<file path="src/sv/rars_pkg.sv">
// Shared types for the range-add / range-sum segment tree.
// Holds the command and status structs between the controller and datapath.
// No dependencies.
package rars_pkg;

    localparam int CFG_W   = 11;
    localparam int POS_W   = 11;
    localparam int ADDEND_W = 32;
    localparam int SUM_W   = 64;

    localparam logic FUNC_ADD   = 1'b0;
    localparam logic FUNC_QUERY = 1'b1;

    typedef struct packed {
        logic start;      // load request, push root frame
        logic clr;        // clear one memory entry
        logic rd;         // read both memories at the top frame's node
        logic mul_lo;     // low partial product
        logic mul_hi;     // high partial product and final product
        logic mul_pend;   // multiply operand is the read pending addend
        logic oor_ret;    // return value of a node outside the range
        logic cov_fin;    // finish a fully covered node
        logic split;      // push left child
        logic pop;        // drop top frame
        logic parent;     // merge child return into parent
        logic push_right; // push right child
        logic fin_wr;     // recompute an internal node sum on add
        logic out_load;   // load result register
    } cmd_t;

    typedef struct packed {
        logic clr_done;
        logic oor;
        logic cov;
        logic is_add;
        logic top_empty;
        logic phase;
        logic out_free;
    } status_t;

endpackage

</file>
<file path="src/sv/rars_ctrl.sv">
// Controller: sequences the clearing pass and the depth-first tree walk.
// Depends on rars_pkg; drives rars_dp through cmd_t and reads status_t.
module rars_ctrl (
    input  logic                clk,
    input  logic                rst_n,
    input  logic                in_valid,
    output logic                in_ready,
    input  rars_pkg::status_t   status,
    output rars_pkg::cmd_t      cmd
);
    typedef enum logic [15:0] {
        CLEAR  = 16'b0000000000000001,
        IDLE   = 16'b0000000000000010,
        EVAL   = 16'b0000000000000100,
        DECIDE = 16'b0000000000001000,
        CMUL2  = 16'b0000000000010000,
        CFIN   = 16'b0000000000100000,
        POP    = 16'b0000000001000000,
        PARENT = 16'b0000000010000000,
        PUSHR  = 16'b0000000100000000,
        FRD    = 16'b0000001000000000,
        FMUL1  = 16'b0000010000000000,
        FMUL2  = 16'b0000100000000000,
        FWR    = 16'b0001000000000000,
        DONE   = 16'b0010000000000000
    } state_t;

    state_t state_reg, state_next;

    assign in_ready = (state_reg == IDLE);

    always_comb
    begin
        state_next = state_reg;
        cmd        = '0;
        case (state_reg)
            CLEAR:
            begin
                cmd.clr = 1'b1;
                if (status.clr_done)
                    state_next = IDLE;
            end
            IDLE:
            begin
                if (in_valid)
                begin
                    cmd.start  = 1'b1;
                    state_next = EVAL;
                end
            end
            EVAL:
            begin
                cmd.rd     = 1'b1;
                state_next = DECIDE;
            end
            DECIDE:
            begin
                if (status.oor)
                begin
                    cmd.oor_ret = 1'b1;
                    state_next  = POP;
                end
                else if (status.cov)
                begin
                    cmd.mul_lo = 1'b1;
                    state_next = CMUL2;
                end
                else
                begin
                    cmd.split  = 1'b1;
                    state_next = EVAL;
                end
            end
            CMUL2:
            begin
                cmd.mul_hi = 1'b1;
                state_next = CFIN;
            end
            CFIN:
            begin
                cmd.cov_fin = 1'b1;
                state_next  = POP;
            end
            POP:
            begin
                if (status.top_empty)
                    state_next = DONE;
                else
                begin
                    cmd.pop    = 1'b1;
                    state_next = PARENT;
                end
            end
            PARENT:
            begin
                cmd.parent = 1'b1;
                if (!status.phase)
                    state_next = PUSHR;
                else if (status.is_add)
                    state_next = FRD;
                else
                    state_next = POP;
            end
            PUSHR:
            begin
                cmd.push_right = 1'b1;
                state_next     = EVAL;
            end
            FRD:
            begin
                cmd.rd     = 1'b1;
                state_next = FMUL1;
            end
            FMUL1:
            begin
                cmd.mul_lo   = 1'b1;
                cmd.mul_pend = 1'b1;
                state_next   = FMUL2;
            end
            FMUL2:
            begin
                cmd.mul_hi   = 1'b1;
                cmd.mul_pend = 1'b1;
                state_next   = FWR;
            end
            FWR:
            begin
                cmd.fin_wr = 1'b1;
                state_next = POP;
            end
            DONE:
            begin
                if (status.is_add)
                    state_next = IDLE;
                else if (status.out_free)
                begin
                    cmd.out_load = 1'b1;
                    state_next   = IDLE;
                end
            end
            default:
                state_next = IDLE;
        endcase
    end

    always_ff @(posedge clk or negedge rst_n)
    begin
        if (!rst_n)
            state_reg <= CLEAR;
        else
            state_reg <= state_next;
    end

`ifndef SYNTH
    a_clear_once: assert property (@(posedge clk) disable iff (!rst_n)
        (state_reg != CLEAR) |=> (state_reg != CLEAR))
        else $error("clearing pass re-entered");
    a_no_start_busy: assert property (@(posedge clk) disable iff (!rst_n)
        cmd.start |=> (state_reg == EVAL))
        else $error("request start did not begin a walk");
    a_one_mul_step: assert property (@(posedge clk) disable iff (!rst_n)
        !(cmd.mul_lo && cmd.mul_hi))
        else $error("both multiplier steps in one cycle");
`endif
endmodule

</file>
<file path="config.mk">
export PLATFORM = sky130hd
export DESIGN_NAME = rars_ctrl
export DESIGN_NICKNAME = d
export VERILOG_FILES = /design/src/sv/rars_pkg.sv /design/src/sv/rars_ctrl.sv
export SDC_FILE = /design/constraint.sdc
export NUM_CORES = 1
export LEC_CHECK = 0
export BUFFER_PORTS_ARGS = -buffer_cell sky130_fd_sc_hd__buf_4
export CAP_MARGIN = 20
export CORE_UTILIZATION = 46
export CTS_CLUSTER_DIAMETER = 40
export CTS_CLUSTER_SIZE = 28
export DETAILED_ROUTE_END_ITERATION = 16
export GPL_TIMING_DRIVEN = 0
export PLACE_DENSITY = 0.75
export SYNTH_ARGS = -nofsm -noshare
export SYNTH_HDL_FRONTEND = slang
export SYNTH_SLANG_ARGS = --single-unit
</file>
<file path="constraint.sdc">
create_clock -name clk -period 1.8 [get_ports clk]
set_input_delay 0.36 -clock clk [delete_from_list [all_inputs] [get_ports clk]]
set_output_delay 0.36 -clock clk [all_outputs]
set_load 0.1 [all_outputs]
</file>
==> results of run 1 <==
through the flow:
step / instance area (sq um) / setup slack (ns) / TNS (ns) / instances / hold slack, ns
global placement: 1252 / -0.4442 / -3.685 / 144 / 0.2207
floorplan: 1039 / -0.6555 / -5.674 / 93 / 0.06441
CTS: 1697 / -0.5449 / -5.821 / 168 / 0.1985
detailed placement: 1252 / -0.4777 / -3.974 / 144 / 0.2217
cell families after synthesis:
group	Yosys count	synth area share [%]
xor+xnor	3	2.782
flops	14	37.22
compound gates	9	6.623
simple gates	64	52.19
buf+inv	3	1.192
repair_timing:
| action | in CTS |
|---|---|
| gates cloned | 0 |
| pin swaps | 14 |
| resized for setup | 62 |
| setup buffers | 19 |
| setup endpoints to repair | 16 |
| hold buffers | 1 |
| hold endpoints to repair | 13 |
==> flow_metrics.tcl, run 1 <==
set metrics [dict create \
    antenna_found_initial 0 \
    ys_seq_area_share_pct 37.22 \
    synth_edf_count 0 \
    cts_sinks 14 \
    haltStage "global routing" \
    status "aborted with a tool error" \
    synth_area_leaders "dfrtp_1 (34%), nor4_4 (6.8%), nor4b_1 (5.6%), nor2_1 (3.6%), nand2_1 (3.2%)" \
    synth_most_common_cell "dfrtp_1" \
    h-tree-depth 1 \
    synth_top_area_cell "dfrtp_1" \
    synthArstFlopShare_pct 100.0 \
    firstError "[ERROR DPL-0033] detailed placement checks failed during check placement." \
    grt_start_max_net_pins 15 \
    synth_fp_nets 103 \
    port_buffers 24 \
    synth_cell_type_count 37 \
    synth_ff_type "dfrtp_1" \
    synth_top_area_share_pct 34.44 \
    die_x_microns 47.32 \
    cts-root-buf "clkbuf_4" \
    endpoint_type "output port" \
    initial_utilization_pct 48.65 \
    worstEndpointGrtRepair "cmd[5]" \
    synth_cells 93 \
    die_height_microns 47.32 \
    synth.top_cells.by_count "dfrtp_1 (13), nor2_1 (9), nand2_1 (8)" \
    yosys_warnings 0 \
    boundaryPins 25 \
    synth_seq_cells 14 \
    netlist_area_sq_um 944.7 \
    place_congestion 0.8604 \
    cts-buffers-inserted 3 \
    syn_avg_cell_area_sq_um 10.16 \
    dp_hpwl_microns 1725 \
    max-clock-path-buffers 2 \
    num_rows 16 \
]
==> run 2, diff against run 1 <==
CORE_AREA = 2 2 63 65   (was not set)
CORE_UTILIZATION = not set   (was 46)
CTS_CLUSTER_DIAMETER = not set   (was 40)
CTS_CLUSTER_SIZE = not set   (was 28)
DIE_AREA = 0 0 65 67   (was not set)
PLACE_DENSITY = not set   (was 0.75)
PLACE_DENSITY_LB_ADDON = 0.15   (was not set)
clock period = 2.3 ns   (was 1.8 ns; I/O delays follow)
==> flow_metrics.tcl, run 2 <==
set metrics [dict create \
    post-route-util_pct 48.89 \
    ys_seq_area_share_pct 37.22 \
    dp_slack_ns -0.1540 \
    min_period_ns 2.427 \
    cts-root-buf "clkbuf_8" \
    synth_seq_cells 14 \
    vdd_drop_max_v 0.0002688 \
    worstPathArrival_ns 1.97 \
    setup_tns_ns -0.3456 \
    hold_buffers 0 \
    yosys_warnings 0 \
    port_buffers 24 \
    nets 153 \
    dieArea_sq_um 4355 \
    coreArea_sq_um 3606 \
    fmax_ghz 0.4120 \
    boundaryPins 25 \
    path_clk_slew_ns 0.07 \
    synth_ff_type "dfrtp_1" \
    largest_reg_flops 14 \
    hold_violations 0 \
    failed_checks "negative setup slack" \
    antenna_found_initial 0 \
    synth_top_area_cell "dfrtp_1" \
    synth_most_common_cell "dfrtp_1" \
    worstPathRequired_ns 1.84 \
    synth_cells 93 \
    cp-end-kind "primary output" \
    status "finished with violations" \
    cts_tree "built" \
    synth_edf_count 0 \
    synth_top_area_share_pct 34.44 \
    cts-buffers-inserted 3 \
    synth_fp_nets 103 \
    dp_hpwl_microns 1959 \
    drv_slew 0 \
    fin_total_pwr_mw 1.344 \
    path_max_fanout 5 \
    grt_use_total_pct 13.76 \
    num_rows 22 \
    place_congestion 0.7789 \
    syn2layout_area_growth_pct 86.62 \
    setup_viol 5 \
    p_comb_share_pct 56.8 \
    pwr-share-clk_pct 18.3 \
    worst_pin_slew_ns 0.3585 \
    critPathKind "flop to primary output" \
    max-clock-path-buffers 2 \
    avgRoutedWirePerCell_microns 15.28 \
    detail_route.wirelength_microns 2903 \
    final_cell_mix "buf_4 (31), buf_12 (8), dfrtp_2 (8)" \
    powerDensity_nw_per_um2 762.4 \
    gr-total-overflow 0 \
    netlist_area_sq_um 944.7 \
    grt_setup_unrepaired "true" \
    synth_area_leaders "dfrtp_1 (34%), nor4_4 (6.8%), nor4b_1 (5.6%), nor2_1 (3.6%), nand2_1 (3.2%)" \
    synth.top_cells.by_count "dfrtp_1 (13), nor2_1 (9), nand2_1 (8)" \
    maxSlewHeadroom_pct 76.10 \
    r2r_slack_ns 0.36 \
    viasPerCell 4.958 \
    maxCapViolations 0 \
    grt_start_max_net_pins 15 \
    startpoint_type "flop" \
    synthArstFlopShare_pct 100.0 \
    synth_cell_type_count 37 \
    n_antenna_cell 0 \
    route.detailed.drc 0 \
    insertion_delay_ns 0.25 \
    drive_gt1_share_pct 69.01 \
    drtPass1Iterations 4 \
    worst_slack_ns -0.1271 \
    drt_iter0_drc 13 \
    p_int_uw 725.2 \
    final.setup_skew_ns 0.009350 \
    h-tree-depth 1 \
    final_common_cell "buf_4" \
    cts_sinks 14 \
    pwr-share-seq_pct 24.9 \
    first_global_vias 949 \
    syn_avg_cell_area_sq_um 10.16 \
    swShare_pct 46.05 \
    die_height_microns 67 \
    vias 942 \
    grt_pass1_wl_microns 4574 \
    die_x_microns 65 \
    p_leak_nw 0.6843 \
    antenna_left 0 \
    fin_crit_sh_pct 105.5 \
    p_switching_uw 618.9 \
    initial_utilization_pct 26.20 \
    holdCritPathClass "input pin to async pin" \
]
-- run 2: path summary, 6_finish.rpt --
kind | cells after the start | start | end
min in group clk | 2 | status[6] | state_reg[0]
hold / removal | 1 | rst_n | state_reg[1]
hold reg to reg | 3 | state_reg[8] | state_reg[13]
setup reg to reg | 7 | state_reg[8] | state_reg[1]
max in group asynchronous | 1 | rst_n | state_reg[0]
setup / recovery | 6 | state_reg[2] | cmd[4]
-- run 2: critical path, stage by stage, from the launching register on --
cell      delay [ns]
dfrtp_2         0.47
nor4_4          0.24
buf_6           0.17
and4_4          0.26
and2b_4         0.16
and4bb_4        0.24
buf_12          0.17
-- run 2: power groups by stage --
stage,combinational [mW],sequential (mW),clock (mW)
3_3_place_gp,0.587,0.318,0
4_1_cts,0.706,0.320,0.249
2_1_floorplan,0.477,0.313,0
6_report,0.763,0.335,0.246
3_5_place_dp,0.588,0.322,0
5_1_grt,0.806,0.339,0.270
-- run 2: routing by layer --
| metal | share of wire (%) | vias to the layer above | GRT usage (%) |
|---|---|---|---|
| met3 | 4.2 | 2 | 3.547 |
| met1 | 45 | 464 | 17.36 |
| met2 | 50 | 23 | 23.84 |
| li1 | - | 453 | - |
| met4 | 0.41 | 0 | 2.394 |
| met5 | 0 | - | 0 |
-- run 2: what timing repair did --
action,4_1_cts,5_1_grt
endpoints found under the setup margin,15,15
pin swaps,8,8
gates resized for setup,44,22
buffers inserted,14,7
-- run 2: area by class of cell --
class	instances	area, sq um
inverters	3	15.01
multi-input cells	76	807.0
clock buffers	4	55.05
well taps	48	60.06
fillers	335	1843
repair buffers	45	464.2
flip-flops and latches	14	361.6
-- run 2: metrics by stage --
| stage | std cells | area, sq um | hold slack, ns |
|---|---|---|---|
| finish | 190 | 1763 | 0.04684 |
| global route | 190 | 1763 | 0.05033 |
| CTS | 183 | 1604 | 0.05638 |
| detailed placement | 165 | 1266 | 0.3240 |
| global placement | 165 | 1266 | 0.3276 |
| floorplan | 93 | 1026 | 0.1644 |
-- run 2: cells by family (layout without fill, tap and decap cells) --
logic type	after synthesis	in the layout	synth area share [%]
and+or+nand+nor	64	64	52.19
DFF	14	14	37.22
AOI/OAI and AO/OA	9	9	6.623
xor gates and xnor gates	3	3	2.782
buffers and inverters	3	52	1.192
(Power assumes the default switching activity.)
